===== src/ellipse_scanline_span_core_defines.svh =====
// ----------------------------------------------------------------------------
// ellipse_scanline_span_core_defines.svh
// Assertion macros shared by the ellipse span core.
// ----------------------------------------------------------------------------
`ifndef ELLIPSE_SCANLINE_SPAN_CORE_DEFINES_SVH
`define ELLIPSE_SCANLINE_SPAN_CORE_DEFINES_SVH

// Check that a condition implies another in the same cycle.
`define ESS_ASSERT_SAME(lbl, ante, cons, msg) \
    lbl: assert property (@(posedge clk) disable iff (!rst_n) (ante) |-> (cons)) \
        else $error(msg);

// Check that a condition implies another in the next cycle.
`define ESS_ASSERT_NEXT(lbl, ante, cons, msg) \
    lbl: assert property (@(posedge clk) disable iff (!rst_n) (ante) |=> (cons)) \
        else $error(msg);

`endif


===== src/ess_pkg.sv =====
// ----------------------------------------------------------------------------
// ess_pkg
// Types and constants of the ellipse scanline span core.
// ----------------------------------------------------------------------------
`default_nettype none

package ess_pkg;

    localparam int D_W   = 6;   // half-width bits, one cell each
    localparam int RY2_W = 12;
    localparam int P_W   = 18;  // d * ry^2
    localparam int REM_W = 24;  // rx^2 * (ry^2 - dy^2) minus d^2 * ry^2
    localparam int ACC_W = 26;

    localparam int REG_IDX_W = 3;
    localparam logic [REG_IDX_W-1:0] REG_CENTER_X     = 3'd0;
    localparam logic [REG_IDX_W-1:0] REG_CENTER_Y     = 3'd1;
    localparam logic [REG_IDX_W-1:0] REG_RADIUS_X     = 3'd2;
    localparam logic [REG_IDX_W-1:0] REG_RADIUS_Y     = 3'd3;
    localparam logic [REG_IDX_W-1:0] REG_PANEL_WIDTH  = 3'd4;
    localparam logic [REG_IDX_W-1:0] REG_PANEL_HEIGHT = 3'd5;

    localparam logic [6:0] RST_CENTER_X     = 7'd64;
    localparam logic [6:0] RST_CENTER_Y     = 7'd71;
    localparam logic [5:0] RST_RADIUS_X     = 6'd28;
    localparam logic [5:0] RST_RADIUS_Y     = 6'd32;
    localparam logic [7:0] RST_PANEL_WIDTH  = 8'd128;
    localparam logic [7:0] RST_PANEL_HEIGHT = 8'd128;

    typedef struct packed {
        logic [6:0] center_x;
        logic [6:0] center_y;
        logic [5:0] radius_x;
        logic [5:0] radius_y;
        logic [7:0] width_eff;
        logic [7:0] height_eff;
    } cfg_t;

    typedef struct packed {
        logic             valid;
        logic             ok;
        logic [15:0]      dy2;
        logic [RY2_W-1:0] ry2;
        logic [RY2_W-1:0] rx2;
        logic [5:0]       rx;
        logic [6:0]       y;
        logic [15:0]      color;
    } front_t;

    typedef struct packed {
        logic             valid;
        logic             ok;
        logic [D_W-1:0]   d;
        logic [P_W-1:0]   p;
        logic [REM_W-1:0] rem;
        logic [RY2_W-1:0] ry2;
        logic [5:0]       rx;
        logic [6:0]       y;
        logic [15:0]      color;
    } cell_t;

endpackage

`default_nettype wire


===== src/ess_stream_if.sv =====
// ----------------------------------------------------------------------------
// ess_stream_if
// Valid/ready channels for row requests and span results.
// ----------------------------------------------------------------------------
`default_nettype none

interface ess_in_if;
    logic              valid;
    logic              ready;
    logic signed [8:0] row;
    logic [15:0]       fill_color;

    modport source (output valid, output row, output fill_color, input ready);
    modport sink   (input valid, input row, input fill_color, output ready);
endinterface

interface ess_out_if;
    logic        valid;
    logic        ready;
    logic        span_valid;
    logic [6:0]  span_x;
    logic [6:0]  span_y;
    logic [7:0]  span_width;
    logic [15:0] span_color;

    modport source (output valid, output span_valid, output span_x, output span_y,
                    output span_width, output span_color, input ready);
    modport sink   (input valid, input span_valid, input span_x, input span_y,
                    input span_width, input span_color, output ready);
endinterface

`default_nettype wire


===== src/ellipse_scanline_span_core.sv =====
// ----------------------------------------------------------------------------
// ellipse_scanline_span_core
// One horizontal fill span of a filled ellipse for each requested row.
// ----------------------------------------------------------------------------
// A row word is accepted in any cycle the result side is not stalled, and its
// span word passes through two front stages (row check, squares, target), a
// chain of six cells that each settle one bit of the half-width, and the
// output register. One row per cycle is sustained while the output is not
// stalled; a stalled output word freezes the whole chain and drops in_ch.ready.
// No clearing pass is needed after reset. Registers sit at byte addresses 4*i over APB.
`default_nettype none

module ellipse_scanline_span_core #(
    parameter int unsigned PANEL_SIZE = 128
) (
    input  wire logic        clk,
    input  wire logic        rst_n,
    input  wire logic        psel,
    input  wire logic        penable,
    input  wire logic        pwrite,
    input  wire logic [4:0]  paddr,
    input  wire logic [31:0] pwdata,
    output logic      [31:0] prdata,
    output logic             pready,
    ess_in_if.sink           in_ch,
    ess_out_if.source        out_ch
);
    import ess_pkg::*;

`include "ellipse_scanline_span_core_defines.svh"

    logic [6:0]           center_x_reg;
    logic [6:0]           center_y_reg;
    logic [5:0]           radius_x_reg;
    logic [5:0]           radius_y_reg;
    logic [7:0]           panel_width_reg;
    logic [7:0]           panel_height_reg;
    logic [REG_IDX_W-1:0] reg_idx;
    logic                 wr_en;
    cfg_t                 cfg;
    logic                 advance;
    cell_t                chain [0:D_W];

    assign pready  = 1'b1;
    assign reg_idx = paddr[4:2];
    assign wr_en   = psel && penable && pwrite;

    always_ff @(posedge clk or negedge rst_n)
    begin
        if (!rst_n)
        begin
            center_x_reg     <= RST_CENTER_X;
            center_y_reg     <= RST_CENTER_Y;
            radius_x_reg     <= RST_RADIUS_X;
            radius_y_reg     <= RST_RADIUS_Y;
            panel_width_reg  <= RST_PANEL_WIDTH;
            panel_height_reg <= RST_PANEL_HEIGHT;
        end
        else if (wr_en)
        begin
            unique case (reg_idx)
                REG_CENTER_X:     center_x_reg     <= pwdata[6:0];
                REG_CENTER_Y:     center_y_reg     <= pwdata[6:0];
                REG_RADIUS_X:     radius_x_reg     <= pwdata[5:0];
                REG_RADIUS_Y:     radius_y_reg     <= pwdata[5:0];
                REG_PANEL_WIDTH:  panel_width_reg  <= pwdata[7:0];
                REG_PANEL_HEIGHT: panel_height_reg <= pwdata[7:0];
                default:          ;
            endcase
        end
    end

    always_comb
    begin
        unique case (reg_idx)
            REG_CENTER_X:     prdata = 32'(center_x_reg);
            REG_CENTER_Y:     prdata = 32'(center_y_reg);
            REG_RADIUS_X:     prdata = 32'(radius_x_reg);
            REG_RADIUS_Y:     prdata = 32'(radius_y_reg);
            REG_PANEL_WIDTH:  prdata = 32'(panel_width_reg);
            REG_PANEL_HEIGHT: prdata = 32'(panel_height_reg);
            default:          prdata = 32'd0;
        endcase
    end

    // Cap the panel at the supported size; the capped value never exceeds the register.
    always_comb
    begin
        cfg.center_x   = center_x_reg;
        cfg.center_y   = center_y_reg;
        cfg.radius_x   = radius_x_reg;
        cfg.radius_y   = radius_y_reg;
        cfg.width_eff  = (32'(panel_width_reg) > PANEL_SIZE) ? 8'(PANEL_SIZE)
                                                             : panel_width_reg;
        cfg.height_eff = (32'(panel_height_reg) > PANEL_SIZE) ? 8'(PANEL_SIZE)
                                                              : panel_height_reg;
    end

    assign in_ch.ready = advance;

    ess_front u_front (
        .clk        (clk),
        .rst_n      (rst_n),
        .advance    (advance),
        .cfg        (cfg),
        .in_valid   (in_ch.valid),
        .row        (in_ch.row),
        .fill_color (in_ch.fill_color),
        .cell_out   (chain[0])
    );

    for (genvar g = 0; g < D_W; g++)
    begin : g_cell
        ess_cell #(
            .BIT (D_W - 1 - g)
        ) u_cell (
            .clk      (clk),
            .rst_n    (rst_n),
            .advance  (advance),
            .cell_in  (chain[g]),
            .cell_out (chain[g+1])
        );
    end

    ess_span u_span (
        .clk     (clk),
        .rst_n   (rst_n),
        .cfg     (cfg),
        .cell_in (chain[D_W]),
        .advance (advance),
        .out_ch  (out_ch)
    );

    `ESS_ASSERT_SAME(a_stall_blocks_input, out_ch.valid && !out_ch.ready, !in_ch.ready, "input taken during output stall")
    `ESS_ASSERT_SAME(a_invalid_zero, out_ch.valid && !out_ch.span_valid, (out_ch.span_x == 7'd0) && (out_ch.span_y == 7'd0) && (out_ch.span_width == 8'd0) && (out_ch.span_color == 16'd0), "invalid span word carries data")
    `ESS_ASSERT_SAME(a_width_odd, out_ch.valid && out_ch.span_valid, out_ch.span_width[0], "span width is even")
    `ESS_ASSERT_SAME(a_span_on_panel, out_ch.valid && out_ch.span_valid, (9'(out_ch.span_x) + 9'(out_ch.span_width)) <= 9'(cfg.width_eff), "span passes panel edge")

endmodule

`default_nettype wire


===== src/ess_front.sv =====
// ----------------------------------------------------------------------------
// ess_front
// Row check, squares and the square-root target, in two register stages.
// ----------------------------------------------------------------------------
`default_nettype none

module ess_front (
    input  wire logic              clk,
    input  wire logic              rst_n,
    input  wire logic              advance,
    input  wire ess_pkg::cfg_t     cfg,
    input  wire logic              in_valid,
    input  wire logic signed [8:0] row,
    input  wire logic [15:0]       fill_color,
    output ess_pkg::cell_t         cell_out
);
    import ess_pkg::*;

    front_t           a_reg;
    front_t           a_next;
    cell_t            b_reg;
    cell_t            b_next;
    logic [7:0]       row_u;
    logic             on_panel;
    logic [8:0]       dy;
    logic [7:0]       ady;
    logic             in_ellipse;
    logic [RY2_W-1:0] diff;
    logic [REM_W-1:0] target;

    always_comb
    begin
        row_u    = row[7:0];
        on_panel = !row[8] && (row_u < cfg.height_eff);
        dy       = {1'b0, row_u} - {2'b00, cfg.center_y};
        ady      = dy[8] ? 8'(9'd0 - dy) : dy[7:0];

        a_next.valid = in_valid;
        a_next.ok    = on_panel;
        a_next.dy2   = 16'(ady) * 16'(ady);
        a_next.ry2   = RY2_W'(cfg.radius_y) * RY2_W'(cfg.radius_y);
        a_next.rx2   = RY2_W'(cfg.radius_x) * RY2_W'(cfg.radius_x);
        a_next.rx    = cfg.radius_x;
        a_next.y     = row_u[6:0];
        a_next.color = fill_color;
    end

    // A zero vertical radius leaves only the centre row, where the target is
    // zero and the cells settle on d = rx.
    always_comb
    begin
        in_ellipse = a_reg.dy2 <= {4'd0, a_reg.ry2};
        diff       = a_reg.ry2 - a_reg.dy2[RY2_W-1:0];
        target     = REM_W'(a_reg.rx2) * REM_W'(diff);

        b_next.valid = a_reg.valid;
        b_next.ok    = a_reg.ok && in_ellipse;
        b_next.d     = '0;
        b_next.p     = '0;
        b_next.rem   = target;
        b_next.ry2   = a_reg.ry2;
        b_next.rx    = a_reg.rx;
        b_next.y     = a_reg.y;
        b_next.color = a_reg.color;
    end

    always_ff @(posedge clk or negedge rst_n)
    begin
        if (!rst_n)
        begin
            a_reg <= '0;
            b_reg <= '0;
        end
        else if (advance)
        begin
            a_reg <= a_next;
            b_reg <= b_next;
        end
    end

    assign cell_out = b_reg;

endmodule

`default_nettype wire


===== src/ess_cell.sv =====
// ----------------------------------------------------------------------------
// ess_cell
// One bit of the half-width: try setting BIT and keep it if it still fits.
// ----------------------------------------------------------------------------
`default_nettype none

module ess_cell #(
    parameter int BIT = 0
) (
    input  wire logic           clk,
    input  wire logic           rst_n,
    input  wire logic           advance,
    input  wire ess_pkg::cell_t cell_in,
    output ess_pkg::cell_t      cell_out
);
    import ess_pkg::*;

    localparam logic [D_W-1:0] MASK = D_W'(1) << BIT;

    cell_t            cell_reg;
    cell_t            cell_next;
    logic [D_W-1:0]   trial;
    logic [ACC_W-1:0] inc;
    logic             fits;

    // (d + 2^k)^2 ry^2 - d^2 ry^2 = 2^(k+1) d ry^2 + 2^(2k) ry^2, with p = d ry^2
    always_comb
    begin
        trial = cell_in.d | MASK;
        inc   = (ACC_W'(cell_in.p) << (BIT + 1)) + (ACC_W'(cell_in.ry2) << (2 * BIT));
        fits  = (trial <= cell_in.rx) && (inc <= ACC_W'(cell_in.rem));

        cell_next = cell_in;
        if (fits)
        begin
            cell_next.d   = trial;
            cell_next.p   = cell_in.p + (P_W'(cell_in.ry2) << BIT);
            cell_next.rem = cell_in.rem - REM_W'(inc);
        end
    end

    always_ff @(posedge clk or negedge rst_n)
    begin
        if (!rst_n)
        begin
            cell_reg <= '0;
        end
        else if (advance)
        begin
            cell_reg <= cell_next;
        end
    end

    assign cell_out = cell_reg;

endmodule

`default_nettype wire


===== src/ess_span.sv =====
// ----------------------------------------------------------------------------
// ess_span
// Span placement, clip check and the output register.
// ----------------------------------------------------------------------------
`default_nettype none

module ess_span (
    input  wire logic           clk,
    input  wire logic           rst_n,
    input  wire ess_pkg::cfg_t  cfg,
    input  wire ess_pkg::cell_t cell_in,
    output logic                advance,
    ess_out_if.source           out_ch
);
    import ess_pkg::*;

    logic        vld_reg;
    logic        sv_reg;
    logic [6:0]  x_reg;
    logic [6:0]  y_reg;
    logic [7:0]  w_reg;
    logic [15:0] c_reg;
    logic [7:0]  x;
    logic [7:0]  w;
    logic [8:0]  right;
    logic        ok;

    always_comb
    begin
        x     = {1'b0, cfg.center_x} - {2'b00, cell_in.d};
        w     = {1'b0, cell_in.d, 1'b1};
        right = 9'(x[6:0]) + 9'(w);
        ok    = cell_in.ok && !x[7] && (right <= 9'(cfg.width_eff));
    end

    // Stall the whole chain while a word waits at the output.
    assign advance = !vld_reg || out_ch.ready;

    always_ff @(posedge clk or negedge rst_n)
    begin
        if (!rst_n)
        begin
            vld_reg <= 1'b0;
        end
        else if (advance)
        begin
            vld_reg <= cell_in.valid;
        end
    end

    always_ff @(posedge clk)
    begin
        if (advance)
        begin
            sv_reg <= ok;
            x_reg  <= ok ? x[6:0] : 7'd0;
            y_reg  <= ok ? cell_in.y : 7'd0;
            w_reg  <= ok ? w : 8'd0;
            c_reg  <= ok ? cell_in.color : 16'd0;
        end
    end

    assign out_ch.valid      = vld_reg;
    assign out_ch.span_valid = sv_reg;
    assign out_ch.span_x     = x_reg;
    assign out_ch.span_y     = y_reg;
    assign out_ch.span_width = w_reg;
    assign out_ch.span_color = c_reg;

endmodule

`default_nettype wire


===== src/flat_wrapper.sv =====
// flat-port wrapper written by rule: the top's interface ports become plain ports
module ellipse_scanline_span_core_flat import ess_pkg::*;
#(
    parameter int unsigned PANEL_SIZE = 128
)
  (clk, rst_n, psel, penable, pwrite, paddr, pwdata, prdata, pready, in_ch_valid, in_ch_row, in_ch_fill_color, in_ch_ready, out_ch_valid, out_ch_span_valid, out_ch_span_x, out_ch_span_y, out_ch_span_width, out_ch_span_color, out_ch_ready);
  ess_in_if in_ch_i ();
  ess_out_if out_ch_i ();
  input  wire logic clk;
  input  wire logic rst_n;
  input  wire logic psel;
  input  wire logic penable;
  input  wire logic pwrite;
  input  wire logic [4:0] paddr;
  input  wire logic [31:0] pwdata;
  output logic      [31:0] prdata;
  output logic pready;
  input wire logic [$bits(in_ch_i.valid)-1:0] in_ch_valid;
  input wire logic [$bits(in_ch_i.row)-1:0] in_ch_row;
  input wire logic [$bits(in_ch_i.fill_color)-1:0] in_ch_fill_color;
  output wire logic [$bits(in_ch_i.ready)-1:0] in_ch_ready;
  output wire logic [$bits(out_ch_i.valid)-1:0] out_ch_valid;
  output wire logic [$bits(out_ch_i.span_valid)-1:0] out_ch_span_valid;
  output wire logic [$bits(out_ch_i.span_x)-1:0] out_ch_span_x;
  output wire logic [$bits(out_ch_i.span_y)-1:0] out_ch_span_y;
  output wire logic [$bits(out_ch_i.span_width)-1:0] out_ch_span_width;
  output wire logic [$bits(out_ch_i.span_color)-1:0] out_ch_span_color;
  input wire logic [$bits(out_ch_i.ready)-1:0] out_ch_ready;
  assign in_ch_i.valid = in_ch_valid;
  assign in_ch_i.row = in_ch_row;
  assign in_ch_i.fill_color = in_ch_fill_color;
  assign in_ch_ready = in_ch_i.ready;
  assign out_ch_valid = out_ch_i.valid;
  assign out_ch_span_valid = out_ch_i.span_valid;
  assign out_ch_span_x = out_ch_i.span_x;
  assign out_ch_span_y = out_ch_i.span_y;
  assign out_ch_span_width = out_ch_i.span_width;
  assign out_ch_span_color = out_ch_i.span_color;
  assign out_ch_i.ready = out_ch_ready;
  ellipse_scanline_span_core #(.PANEL_SIZE(PANEL_SIZE)) u_core (.clk(clk), .rst_n(rst_n), .psel(psel), .penable(penable), .pwrite(pwrite), .paddr(paddr), .pwdata(pwdata), .prdata(prdata), .pready(pready), .in_ch(in_ch_i), .out_ch(out_ch_i));
endmodule

===== config.mk =====
export PLATFORM = sky130hd
export DESIGN_NAME = ellipse_scanline_span_core_flat
export DESIGN_NICKNAME = d
export VERILOG_FILES = /design/src/ess_pkg.sv /design/src/ess_stream_if.sv /design/src/ellipse_scanline_span_core.sv /design/src/ess_front.sv /design/src/ess_cell.sv /design/src/ess_span.sv /design/src/flat_wrapper.sv
export VERILOG_INCLUDE_DIRS = /design/src /design/src/src
export SDC_FILE = /design/constraint.sdc
export NUM_CORES = 2
export LEC_CHECK = 0
export ABC_AREA = 1
export BUFFER_PORTS_ARGS = -buffer_cell sky130_fd_sc_hd__buf_2
export CORE_ASPECT_RATIO = 1.2
export CORE_MARGIN = 10
export CORE_UTILIZATION = 60
export CTS_BUF_LIST = sky130_fd_sc_hd__clkbuf_8
export CTS_CLUSTER_DIAMETER = 60
export DETAILED_ROUTE_END_ITERATION = 6
export PLACE_DENSITY = 0.77
export SLEW_MARGIN = 20
export SYNTH_ARGS = -nofsm -noshare
export SYNTH_HDL_FRONTEND = slang
export SYNTH_HIERARCHICAL = 1
export SYNTH_SLANG_ARGS = --single-unit
export TNS_END_PERCENT = 30

===== constraint.sdc =====
create_clock -name clk -period 6.5 [get_ports clk]
set_input_delay 0.65 -clock clk [delete_from_list [all_inputs] [get_ports clk]]
set_output_delay 0.65 -clock clk [all_outputs]
set_load 0.1 [all_outputs]

==> metrics.txt <==
outcome finished clean; r2r startpoint u_core/u_front/a_reg[41]; clock latency on the worst-skew pair roughly 0.83 ns; HPWL Detailed approximately 110 mm; first-pass GRT wire length 241.0 mm; min setup slack post-route between 0.3 and 0.4 ns; Clk pin slew, worst setup/hold paths ~0.060 ns; nets@finish between 8000 and 9000; critical path, cell by cell inv_2, ha_4, inv_1, fa_2, nand3_1, o2111ai_1, xor2_2, buf_4, nor2_1, fa_1, inv_1, fa_1, inv_1, fa_1, fa_1, inv_1, fa_1, inv_1, ha_1, nand2_2, nor2_1, nand4_1, a31o_2, a31oi_1; Max Root-Sink Buffers 3; Routability Congestion between 0.9 and 1; Fillers slightly above 8000; Final min period between 6 and 7 ns; share of cells above drive strength 1 under 10%; Die Area a little over 0.1 mm²; WHS Path Cells 3; Clock Tree Root clkbuf_8; largest net degree at the start of global routing 178; die width 295.7 µm; Overflow after GRT 0; Core Rows between 100 and 150; residual DRC count 0; drt total wl roughly 150 mm; commonest non-fill, non-tap cell in the layout nand2_1; Syn Std Cell Area between 0.05 and 0.06 mm²; commonest cells after routing, fill and taps aside nand2_1 (2888), inv_1 (1015), dfrtp_1 (651), ha_1 (465), nor2_1 (441); H-tree lvl count 3; Final Max Slew Viols 0; Vias per Instance between 5 and 6; number of max-cap violations 0; DR WL/cell 16.57 µm; Chip Height 350.8 µm; vias in the first global route about 47000; Core Area 0.09069 mm²; CP Launch Type flop; post-route insts no fill slightly below 9000; total track usage between 20 and 30%; initial drt markers approximately 3300; worst setup path class reg -> reg; Post-Place Setup Slack approximately 0.052 ns; Sum Neg Setup Slack 0 ns; final count of hold timing violations 0; CP required 7.20 ns; worst slew pin tran around 1.1 ns; crit share post-route a little over nine tenths; RSZ-0062 raised after global routing true; crit-path max FO 6; Initial DRT Pass Iterations 6; CTS buffer count between 100 and 150; fmax 161.9 MHz; hold path startpoint in_ch_fill_color[12]; CTS tree built; initial antenna violation count 1; Critical R2R Capture u_core/u_front/cell_out[64]; r2r setup slk around 0.32 ns; Largest register FFs between 400 and 500; Area Overhead vs Synth 6.571%; CP Data Arrival Time between 6 and 7 ns; Initial Util between 60% and 70%; worst r2r path cells 24; synth warn 6; Crit. End Element flop; delay of the slowest critical-path stage just under 0.6 ns; Ports roughly 140; Slowest-stage cell, CP fa_1; Port Buffers 90; routed vias about 48000; hold endpoint u_core/u_front/a_reg[12]; Clock Sinks approximately 700; Hold Crit Class in -> reg; Rel. slew slack between 20% and 30%; Post-Place Cells just under 9000; Avg Cell Area, Syn 7.198 µm²; final design utilization 64.31%; Syn Inst Count 7603; Final Setup Violations 0; Routed Antenna Nets 0; clock skew 0.09482 ns
## what timing repair did
item | CTS | global route
gates resized for setup | 0 | 23
hold buffers | 5 | 0
buffers inserted | 0 | 2
setup endpoints to repair | 0 | 12
endpoints found under the hold margin | 99 | 0
## per-layer routing
| metal | GRT usage, % | routed length (µm) |
|---|---|---|
| met3 | 2.605 | 6039 |
| met5 | 0 | 0 |
| met2 | 50.21 | 73100 |
| met1 | 35.72 | 62160 |
| met4 | 11.89 | 6031 |
## cell type report
class,count,area [µm²],share of cell area [%]
clock buffers,146,2009,3.445
clock inverters,64,544.3,0.9332
well taps,1168,1461,2.506
inverters,1008,3806,6.526
diodes,1,2.502,0.004291
multi-input cells,5677,31980,54.84
flip-flops and latches,699,17690,30.33
repair buffers,127,825.8,1.416
## critical path: cells and delay by family, from the launching register on
kind	cells	cell delay, ns
XOR/XNOR	1	0.27
adder cells (fa/ha/maj)	8	3.63
buffers and inverters	7	0.60
flip-flops	1	0.39
AO/OA/AOI/OAI	3	0.56
AND/OR/NAND/NOR	5	0.68
## worst max path at each step
stage | startpoint | endpoint | slack [ns] | cells after the start
2_1_floorplan | u_core/u_front/a_reg[41] | u_core/u_front/cell_out[59] | 0.62 | 25
3_3_place_gp | u_core/u_front/a_reg[44] | u_core/u_front/cell_out[59] | 0.09 | 31
3_5_place_dp | u_core/u_front/a_reg[44] | u_core/u_front/cell_out[59] | 0.05 | 31
4_1_cts | u_core/u_front/a_reg[44] | u_core/u_front/cell_out[59] | 0.06 | 31
5_1_grt | u_core/u_front/a_reg[50] | u_core/u_front/cell_out[62] | -0.05 | 24
6_report | u_core/u_front/a_reg[41] | u_core/u_front/cell_out[64] | 0.32 | 24
## metrics by stage
stage          cell area [µm²]  hold slack (ns)
6_report                 58320          0.07434
5_1_grt                  58320          0.05698
4_1_cts                  58210         0.004656
3_5_place_dp             55610           0.4572
3_3_place_gp             55610           0.4537
2_1_floorplan            54930           0.3544
Power is not shown: default switching activity piles up to over one toggle a cycle in this logic, so the estimate is an artifact.
